===== src/rtl/line_rasterizer_unit_defines.svh =====
// Assertion macros for the line rasterizer unit.
// Used by the top level only; relies on clk_i and rst_ni in the including scope.
`ifndef LINE_RASTERIZER_UNIT_DEFINES_SVH
`define LINE_RASTERIZER_UNIT_DEFINES_SVH

`ifndef SYNTHESIS

// Property that must hold at every clock edge outside reset.
`define LRU_ASSERT(lbl, prop, msg) \
  lbl: assert property (@(posedge clk_i) disable iff (!rst_ni) prop) else $error(msg);

// Condition that must never be true outside reset.
`define LRU_ASSERT_NEVER(lbl, cond, msg) \
  lbl: assert property (@(posedge clk_i) disable iff (!rst_ni) !(cond)) else $error(msg);

`else

`define LRU_ASSERT(lbl, prop, msg)
`define LRU_ASSERT_NEVER(lbl, cond, msg)

`endif

`endif


===== src/rtl/lru_pkg.sv =====
// Package for the line rasterizer unit: field widths, register indexes,
// controller states and the command/status structs. No dependencies.
`default_nettype none

package lru_pkg;

  // Field widths fixed by the interface.
  localparam int unsigned CoordW   = 6;
  localparam int unsigned DimW     = 7;
  localparam int unsigned ColorW   = 32;
  localparam int unsigned AddrW    = 14;
  localparam int unsigned CfgIdxW  = 2;
  localparam int unsigned CfgDataW = 32;
  localparam int unsigned InDataW  = 24;
  localparam int unsigned OutDataW = 64;

  // Register reset values.
  localparam logic [DimW-1:0]   FrameWidthRst  = 7'd64;
  localparam logic [DimW-1:0]   FrameHeightRst = 7'd64;
  localparam logic [ColorW-1:0] DrawColorRst   = 32'hFFFF_FFFF;

  // Configuration register indexes.
  typedef enum logic [CfgIdxW-1:0] {
    CfgFrameWidth  = 2'd0,
    CfgFrameHeight = 2'd1,
    CfgDrawColor   = 2'd2
  } cfg_index_e;

  // Controller states.
  typedef enum logic [1:0] {
    StIdle  = 2'd0,
    StSetup = 2'd1,
    StRun   = 2'd2
  } lru_state_e;

  // Commands from the controller to the datapath.
  typedef struct packed {
    logic load;   // capture the endpoints of an accepted command
    logic setup;  // order endpoints and initialise the stepper
    logic step;   // advance to the next pixel
  } lru_cmd_t;

  // Status from the datapath to the controller.
  typedef struct packed {
    logic off_frame;  // an endpoint lies outside the frame
    logic last;       // current pixel is the final one of the line
  } lru_status_t;

endpackage

`default_nettype wire


===== src/rtl/line_rasterizer_unit.sv =====
// Line rasterizer unit: one line command in, one pixel write beat per pixel out.
// Top level; instantiates lru_cfg, lru_ctrl and lru_dp. Depends on lru_pkg and
// line_rasterizer_unit_defines.svh.
//
// Usage:
//   The slave stream takes one line command per beat (two endpoints). The
//   master stream gives one beat per pixel, tlast marking the final pixel of
//   the line. The configuration port sets frame width, frame height and the
//   draw colour; write it only while no line is in progress.
//   A command accepted in idle passes through the setup state, and its first
//   pixel is presented in the run state that follows. Pixels then follow at one per
//   cycle while the receiver takes them. A command with an endpoint outside
//   the frame yields no beats; setup then returns straight to idle.
//   The rate is set by the quotient and remainder stepper in the datapath,
//   which advances one pixel per step.
//   When the receiver holds tready low the current pixel beat stays on the
//   bus unchanged and no new command is taken until the line is finished.
//   Reset returns the controller to idle and the registers to a 64 by 64
//   frame with an all-ones colour; any line in progress is dropped.
`default_nettype none

`include "line_rasterizer_unit_defines.svh"

module line_rasterizer_unit
  import lru_pkg::*;
#(
  parameter int unsigned MAX_DIM         = 64,
  parameter int unsigned BYTES_PER_PIXEL = 4
) (
  input  logic                clk_i,
  input  logic                rst_ni,
  // Command stream.
  input  logic                s_axis_tvalid,
  output logic                s_axis_tready,
  // tdata: x_start[5:0], y_start[11:6], x_end[17:12], y_end[23:18]
  input  logic [InDataW-1:0]  s_axis_tdata,
  // Pixel stream.
  output logic                m_axis_tvalid,
  input  logic                m_axis_tready,
  // tdata: pixel_x[5:0], pixel_y[11:6], byte_address[25:12],
  //        pixel_color[57:26], zero padding[63:58]
  output logic [OutDataW-1:0] m_axis_tdata,
  // tlast: last_pixel
  output logic                m_axis_tlast,
  // Configuration write port.
  input  logic                cfg_we_i,
  input  logic [CfgIdxW-1:0]  cfg_index_i,
  input  logic [CfgDataW-1:0] cfg_data_i
);

  localparam int unsigned PadW = OutDataW - (2 * CoordW + AddrW + ColorW);

  logic [DimW-1:0]   width;
  logic [DimW-1:0]   height;
  logic [ColorW-1:0] color;
  lru_cmd_t          cmd;
  lru_status_t       status;
  logic [CoordW-1:0] pixel_x;
  logic [CoordW-1:0] pixel_y;
  logic [AddrW-1:0]  byte_address;
  logic              in_beat;
  logic              out_beat;

  // Configuration registers.
  lru_cfg #(
    .MAX_DIM (MAX_DIM)
  ) u_cfg (
    .clk_i       (clk_i),
    .rst_ni      (rst_ni),
    .cfg_we_i    (cfg_we_i),
    .cfg_index_i (cfg_index_i),
    .cfg_data_i  (cfg_data_i),
    .width_o     (width),
    .height_o    (height),
    .color_o     (color)
  );

  // Controller.
  lru_ctrl u_ctrl (
    .clk_i       (clk_i),
    .rst_ni      (rst_ni),
    .in_valid_i  (s_axis_tvalid),
    .in_ready_o  (s_axis_tready),
    .out_valid_o (m_axis_tvalid),
    .out_ready_i (m_axis_tready),
    .status_i    (status),
    .cmd_o       (cmd)
  );

  // Datapath.
  lru_dp #(
    .BYTES_PER_PIXEL (BYTES_PER_PIXEL)
  ) u_dp (
    .clk_i          (clk_i),
    .cmd_i          (cmd),
    .x_start_i      (s_axis_tdata[5:0]),
    .y_start_i      (s_axis_tdata[11:6]),
    .x_end_i        (s_axis_tdata[17:12]),
    .y_end_i        (s_axis_tdata[23:18]),
    .width_i        (width),
    .height_i       (height),
    .status_o       (status),
    .pixel_x_o      (pixel_x),
    .pixel_y_o      (pixel_y),
    .byte_address_o (byte_address)
  );

  // Pack the pixel beat.
  assign m_axis_tdata = {{PadW{1'b0}}, color, byte_address, pixel_y, pixel_x};
  assign m_axis_tlast = status.last;

  // Handshakes on both streams.
  assign in_beat  = s_axis_tvalid && s_axis_tready;
  assign out_beat = m_axis_tvalid && m_axis_tready;

  // A line ends on its tlast beat and the bus falls idle straight after.
  `LRU_ASSERT(a_last_ends_line, out_beat && m_axis_tlast |=> !m_axis_tvalid, "beat after tlast")
  // Within a line, pixels follow without gaps.
  `LRU_ASSERT(a_no_gap, out_beat && !m_axis_tlast |=> m_axis_tvalid, "gap inside a line")
  // A newly accepted command goes through setup before any pixel appears.
  `LRU_ASSERT(a_setup_cycle, in_beat |=> !m_axis_tvalid && !s_axis_tready, "no setup cycle")

endmodule

`default_nettype wire


===== src/rtl/lru_cfg.sv =====
// Configuration registers of the line rasterizer unit, with frame size clamping.
// Depends on lru_pkg.
`default_nettype none

module lru_cfg
  import lru_pkg::*;
#(
  parameter int unsigned MAX_DIM = 64
) (
  input  logic                clk_i,
  input  logic                rst_ni,
  input  logic                cfg_we_i,
  input  logic [CfgIdxW-1:0]  cfg_index_i,
  input  logic [CfgDataW-1:0] cfg_data_i,
  output logic [DimW-1:0]     width_o,
  output logic [DimW-1:0]     height_o,
  output logic [ColorW-1:0]   color_o
);

  localparam logic [DimW-1:0] MaxDim = DimW'(MAX_DIM);

  logic [DimW-1:0]   width_q, width_d;
  logic [DimW-1:0]   height_q, height_d;
  logic [ColorW-1:0] color_q, color_d;

  // Register write decode; unused indexes are ignored.
  always_comb begin
    width_d  = width_q;
    height_d = height_q;
    color_d  = color_q;
    if (cfg_we_i) begin
      unique case (cfg_index_i)
        CfgFrameWidth:  width_d  = cfg_data_i[DimW-1:0];
        CfgFrameHeight: height_d = cfg_data_i[DimW-1:0];
        CfgDrawColor:   color_d  = cfg_data_i[ColorW-1:0];
        default: ;
      endcase
    end
  end

  always_ff @(posedge clk_i or negedge rst_ni) begin
    if (!rst_ni) begin
      width_q  <= FrameWidthRst;
      height_q <= FrameHeightRst;
      color_q  <= DrawColorRst;
    end else begin
      width_q  <= width_d;
      height_q <= height_d;
      color_q  <= color_d;
    end
  end

  // Sizes above the supported maximum count as the maximum.
  assign width_o  = (width_q > MaxDim) ? MaxDim : width_q;
  assign height_o = (height_q > MaxDim) ? MaxDim : height_q;
  assign color_o  = color_q;

endmodule

`default_nettype wire


===== src/rtl/lru_ctrl.sv =====
// Controller of the line rasterizer unit: command acceptance and pixel sequencing.
// Depends on lru_pkg.
`default_nettype none

module lru_ctrl
  import lru_pkg::*;
(
  input  logic        clk_i,
  input  logic        rst_ni,
  input  logic        in_valid_i,
  output logic        in_ready_o,
  output logic        out_valid_o,
  input  logic        out_ready_i,
  input  lru_status_t status_i,
  output lru_cmd_t    cmd_o
);

  lru_state_e state_q, state_d;

  // Next state.
  always_comb begin
    state_d = state_q;
    unique case (state_q)
      StIdle: begin
        if (in_valid_i) state_d = StSetup;
      end
      StSetup: begin
        state_d = status_i.off_frame ? StIdle : StRun;
      end
      StRun: begin
        if (out_ready_i && status_i.last) state_d = StIdle;
      end
      default: state_d = StIdle;
    endcase
  end

  always_ff @(posedge clk_i or negedge rst_ni) begin
    if (!rst_ni) begin
      state_q <= StIdle;
    end else begin
      state_q <= state_d;
    end
  end

  // Outputs and datapath commands.
  always_comb begin
    in_ready_o  = 1'b0;
    out_valid_o = 1'b0;
    cmd_o       = '0;
    unique case (state_q)
      StIdle: begin
        in_ready_o = 1'b1;
        cmd_o.load = in_valid_i;
      end
      StSetup: begin
        cmd_o.setup = 1'b1;
      end
      StRun: begin
        out_valid_o = 1'b1;
        cmd_o.step  = out_ready_i;
      end
      default: ;
    endcase
  end

endmodule

`default_nettype wire


===== src/rtl/lru_dp.sv =====
// Datapath of the line rasterizer unit: endpoint ordering, exact minor-axis
// stepping by quotient and remainder, and pixel address generation. Depends on lru_pkg.
`default_nettype none

module lru_dp
  import lru_pkg::*;
#(
  parameter int unsigned BYTES_PER_PIXEL = 4
) (
  input  logic              clk_i,
  input  lru_cmd_t          cmd_i,
  input  logic [CoordW-1:0] x_start_i,
  input  logic [CoordW-1:0] y_start_i,
  input  logic [CoordW-1:0] x_end_i,
  input  logic [CoordW-1:0] y_end_i,
  input  logic [DimW-1:0]   width_i,
  input  logic [DimW-1:0]   height_i,
  output lru_status_t       status_o,
  output logic [CoordW-1:0] pixel_x_o,
  output logic [CoordW-1:0] pixel_y_o,
  output logic [AddrW-1:0]  byte_address_o
);

  localparam int unsigned LinW  = 13;
  localparam int unsigned FullW = 16;

  // Captured endpoints.
  logic [CoordW-1:0] xs_q, ys_q, xe_q, ye_q;

  // Stepper state.
  logic                     steep_q;
  logic [CoordW-1:0]        major_q, major_d;
  logic [CoordW-1:0]        major_end_q;
  logic [CoordW-1:0]        minor_q, minor_d;
  logic [CoordW-1:0]        span_q;
  logic signed [DimW-1:0]   delta_q;
  logic signed [DimW:0]     rem_q, rem_d;

  // Setup signals.
  logic signed [DimW-1:0] dx, dy, delta_s;
  logic [CoordW-1:0]      adx, ady;
  logic                   steep_s;
  logic [CoordW-1:0]      a0, b0, a1, b1;
  logic [CoordW-1:0]      ma0, mb0, ma1, mb1;

  // Step signals.
  logic signed [DimW:0]   rem_sum, span_ext;

  // Address signals.
  logic [LinW-1:0]        lin;
  logic [FullW-1:0]       addr_full;

  always_ff @(posedge clk_i) begin
    if (cmd_i.load) begin
      xs_q <= x_start_i;
      ys_q <= y_start_i;
      xe_q <= x_end_i;
      ye_q <= y_end_i;
    end
  end

  // Bounds check against the clamped frame size.
  assign status_o.off_frame = ({1'b0, xs_q} >= width_i) || ({1'b0, xe_q} >= width_i) ||
                              ({1'b0, ys_q} >= height_i) || ({1'b0, ye_q} >= height_i);

  // Pick the major axis, then order the endpoints so the major coordinate rises.
  always_comb begin
    dx      = $signed({1'b0, xe_q}) - $signed({1'b0, xs_q});
    dy      = $signed({1'b0, ye_q}) - $signed({1'b0, ys_q});
    adx     = dx[DimW-1] ? CoordW'(-dx) : dx[CoordW-1:0];
    ady     = dy[DimW-1] ? CoordW'(-dy) : dy[CoordW-1:0];
    steep_s = adx < ady;
    if (steep_s) begin
      a0 = ys_q; b0 = xs_q; a1 = ye_q; b1 = xe_q;
    end else begin
      a0 = xs_q; b0 = ys_q; a1 = xe_q; b1 = ye_q;
    end
    if (a0 > a1) begin
      ma0 = a1; mb0 = b1; ma1 = a0; mb1 = b0;
    end else begin
      ma0 = a0; mb0 = b0; ma1 = a1; mb1 = b1;
    end
    delta_s = $signed({1'b0, mb1}) - $signed({1'b0, mb0});
  end

  // One step of the remainder: the slope never exceeds one, so a single
  // correction keeps the remainder within [0, span).
  always_comb begin
    span_ext = $signed({2'b00, span_q});
    rem_sum  = rem_q + $signed({delta_q[DimW-1], delta_q});
    major_d  = major_q + 1'b1;
    minor_d  = minor_q;
    rem_d    = rem_q;
    if (span_q != '0) begin
      rem_d = rem_sum;
      if (rem_sum >= span_ext) begin
        rem_d   = rem_sum - span_ext;
        minor_d = minor_q + 1'b1;
      end else if (rem_sum < 0) begin
        rem_d   = rem_sum + span_ext;
        minor_d = minor_q - 1'b1;
      end
    end
  end

  always_ff @(posedge clk_i) begin
    if (cmd_i.setup) begin
      steep_q     <= steep_s;
      major_q     <= ma0;
      major_end_q <= ma1;
      minor_q     <= mb0;
      span_q      <= ma1 - ma0;
      delta_q     <= delta_s;
      rem_q       <= '0;
    end else if (cmd_i.step) begin
      major_q <= major_d;
      minor_q <= minor_d;
      rem_q   <= rem_d;
    end
  end

  assign status_o.last = (major_q == major_end_q);

  // Pixel coordinates and byte address.
  assign pixel_x_o = steep_q ? minor_q : major_q;
  assign pixel_y_o = steep_q ? major_q : minor_q;

  assign lin            = LinW'(pixel_y_o) * LinW'(width_i) + LinW'(pixel_x_o);
  assign addr_full      = FullW'(lin) * FullW'(BYTES_PER_PIXEL);
  assign byte_address_o = addr_full[AddrW-1:0];

endmodule

`default_nettype wire

===== config.mk =====
export PLATFORM = sky130hd
export DESIGN_NAME = line_rasterizer_unit
export DESIGN_NICKNAME = d
export VERILOG_FILES = /design/src/rtl/lru_pkg.sv /design/src/rtl/line_rasterizer_unit.sv /design/src/rtl/lru_cfg.sv /design/src/rtl/lru_ctrl.sv /design/src/rtl/lru_dp.sv
export VERILOG_INCLUDE_DIRS = /design/src /design/src/rtl
export SDC_FILE = /design/constraint.sdc
export NUM_CORES = 1
export LEC_CHECK = 0
export CORE_MARGIN = 3
export CORE_UTILIZATION = 40
export DETAILED_ROUTE_END_ITERATION = 8
export DONT_BUFFER_PORTS = 1
export PLACE_DENSITY_LB_ADDON = 0.2
export SLEW_MARGIN = 40
export SYNTH_ARGS = -nofsm -noshare
export SYNTH_HDL_FRONTEND = slang
export SYNTH_SLANG_ARGS = --single-unit

===== constraint.sdc =====
create_clock -name clk_i -period 6.75 [get_ports clk_i]
set_clock_uncertainty 0.15 [all_clocks]
set_input_delay 1.35 -clock clk_i [delete_from_list [all_inputs] [get_ports clk_i]]
set_output_delay 1.35 -clock clk_i [all_outputs]
set_load 0.05 [all_outputs]

==> results.toml <==
[run_status]
status = "completed"

[layout]
drive_gt1_frac = 0.2240
multi_input_area_um2 = 6140
nFillCells = 2183
ff_latch_area_um2 = 3085
nNetsFinal = 1206
syn2layout_area_growth_pct = 15.03
post-route-util = 0.4741

[route]
routed-via-count = 6797
detail-route-antenna-nets = 0
drt-vias-per-instance = 5.138
drt_iter0_markers = 456
routed_wl_um = 22410
drtPass1Iterations = 5
drcViolationCount = 0
avgRoutedWirePerCell_um = 16.94

[synth]
netlist_area_um2 = 9473
synth_seq_area_share = 0.3257
synth_top_family_by_area = "adder cells"
synth_xor_area_frac = 0.06195
synth_cell_types = 63
synth_adder_area_share = 0.2074
syn_area_per_cell_um2 = 10.02
synth.most_common_cell = "ha_1"
yosys.area.top_type_share = 0.1775
synth_top_area_cell = "edfxtp_1"
synthMuxAreaShare = 0.1092
ys_ff_latch = 112
yosysWarnings = 0
synth_flop_cell = "edfxtp_1"
async_flop_share = 0.4286
yosys.area_share.simple = 0.1123
synth_cells = 945
yosys-top-cells-count = "ha_1 (109), inv_1 (98), nand2_1 (74)"
synth.area.top_cells = "edfxtp_1 (18%), ha_1 (14%), dfstp_2 (9.4%)"
synth_compound_area_frac = 0.1259
synth_edf_count = 56

[critical_path]
startpoint_type = "register"
r2r_setup_slack_ps = 280
cp-end-kind = "output port"
cp.arrival_ps = 5010
path_delay_family = "adder cells"
crit_type = "reg2out"
path_cells = "buf_4 > buf_12 > buf_4 > mux2_2 > nand2_1 > fa_1 > fa_1 > fa_1 > inv_1 > fa_1 > ha_4 > inv_1 > o21bai_1 > a21oi_2 > o21bai_1 > a21oi_2 > o21ai_2 > xnor2_2 > buf_12"
critPathMostFrequentCell = "fa_1"
cp_num_buf_inv = 6
cp_slowest_cell = "fa_1"
max_stage_delay_ps = 540
crit_path_max_fanout = 6
required_ps = 5250

[clock_network]
ctsHtreeMaxLevel = 3
clock-sinks = 112
cts.clk_slew.worst_paths_ps = 80
cts_buffer_depth = 2
numCtsBuffers = 9
cts_hold_repair.buffers = 0
clk_latency_ps = 360
cts_tree = "built"
clockRootBuffer = "clkbuf_16"

[sta]
final.period_utilization = 0.9649
finalSetupTns_ps = 0
setup_viol = 0
hold_viol = 0
period_minus_slack_ps = 6513
drv_slew = 0
worst_pin_slew_ps = 629.2
relSlewSlack = 0.5801
max_freq_mhz = 153.5
whs_ps = 330.6
rsz0062_at_grt = "true"

[grt]
grt_first_pass_wirelength_um = 35850
globalRoute.totalOverflow = 0
globalRoute.busiestLayer = "met2"
met1_usage = 0.2471
grt.total_usage = 0.1734
met2_usage = 0.2691
grt_pass1_vias = 6679
met3_usage = 0.04514
grt_max_degree = 49
antenna_found_initial = 3

[floorplanning]
coreArea_um2 = 22980
start_util = 0.4121
placementRows = 55
dieArea_um2 = 25560
die_y_um = 159.9
io-pin-count = 130
die_w_um = 159.9

[placed_design]
dp_hpwl_um = 17900
port_buffers = 0
gp_congestion = 0.8543

[worst_hold_path]
holdCritPathClass = "reg2reg"

[flow_run]
max_cap_viol_count = 0
kinds of logic (layout without fill, tap and decap cells):
logic type,count (synthesis),after routing
xor+xnor,67,67
simple gates,219,219
fa+ha+maj,139,139
buf+inv,130,185
compound gates,183,185
other cells,1,9
mux,94,94
flops,112,112
sequential cells by signal (all words and copies together), names as in the netlist, 7 cells and up:
register        count
u_cfg.color_o      32
u_dp.rem_q          8
u_cfg.height_q      7
u_dp.delta_q        7
u_cfg.width_q       7
layout make-up:
cell class	count	share of cell area
timing repair buffer	70	0.05339
clock buffer	9	0.02067
tap	313	0.03594
multi-input combinational	712	0.5634
antenna	1	0.0002296
sequential	112	0.2832
inverter	99	0.03433
clock inverter	7	0.008841
final timing paths:
kind / from / to / depth (start not counted)
setup / recovery: u_dp.steep_q$_DFFE_PP_ / m_axis_tdata[25] / 19
hold / removal: u_dp.rem_q[7]$_SDFFE_PP0P_ / u_dp.rem_q[7]$_SDFFE_PP0P_ / 2
setup reg to reg: u_dp.xe_q[0]$_DFFE_PP_ / u_dp.delta_q[5]$_DFFE_PP_ / 33
hold reg to reg: u_dp.rem_q[7]$_SDFFE_PP0P_ / u_dp.rem_q[7]$_SDFFE_PP0P_ / 2
max in group asynchronous: rst_ni / u_cfg.color_o[13]$_DFFE_PN1P_ / 0
min in group asynchronous: rst_ni / u_cfg.height_q[2]$_DFFE_PN0P_ / 0
cell usage in the layout (no fill, tap or decap), types with 9 or more instances in the layout:
cell       netlist  layout
edfxtp_1        56      56
o211ai_1        18      18
xor2_1          20      19
dfrtp_1         14      14
mux2_2          57      56
nand3_1         10      10
o21bai_1        16      16
nor2_1          46      44
clkbuf_16        0       9
ha_1           109     106
dfstp_2         34      34
o21ai_0         29      24
nor2b_1         30      29
xnor2_1         47      44
a21o_1          21      20
and2_1          19      18
a21oi_1         53      46
inv_1           98      97
nand2b_1        23      23
buf_4            9      62
fa_1            30      28
nand2_1         74      74
mux2i_1         34      28
repair_timing:
item | in CTS | in global routing
endpoints found under the hold margin | 0 | 0
resized for setup | 6 | 39
endpoints found under the setup margin | 4 | 14
cloned | 1 | 1
setup buffers | 3 | 6
pin swaps | 1 | 9
metrics by stage:
step | instance area, um2 | std cells | setup WS (ps)
final | 10900 | 1323 | 236.7
after global routing | 10900 | 1323 | -80.32
after CTS | 10650 | 1315 | 29.53
after detailed placement | 10260 | 1295 | -43.61
after global placement | 10240 | 1295 | 138.7
after floorplan | 9518 | 952 | 28.53
tightest hold or removal path, stage by stage (launching register included):
cell     delay (ps)
dfxtp_1         330
nand2_1          60
a21oi_1          50
layer usage:
layer | share of wire | up-vias
li1 | - | 3381
met1 | 0.49 | 3226
met2 | 0.44 | 165
met3 | 0.059 | 21
met4 | 0.012 | 4
met5 | 0.00094 | -
Power is left out: the tool's default activity adds up to more than one toggle a clock period on the data nets, which glitch-free logic cannot reach.
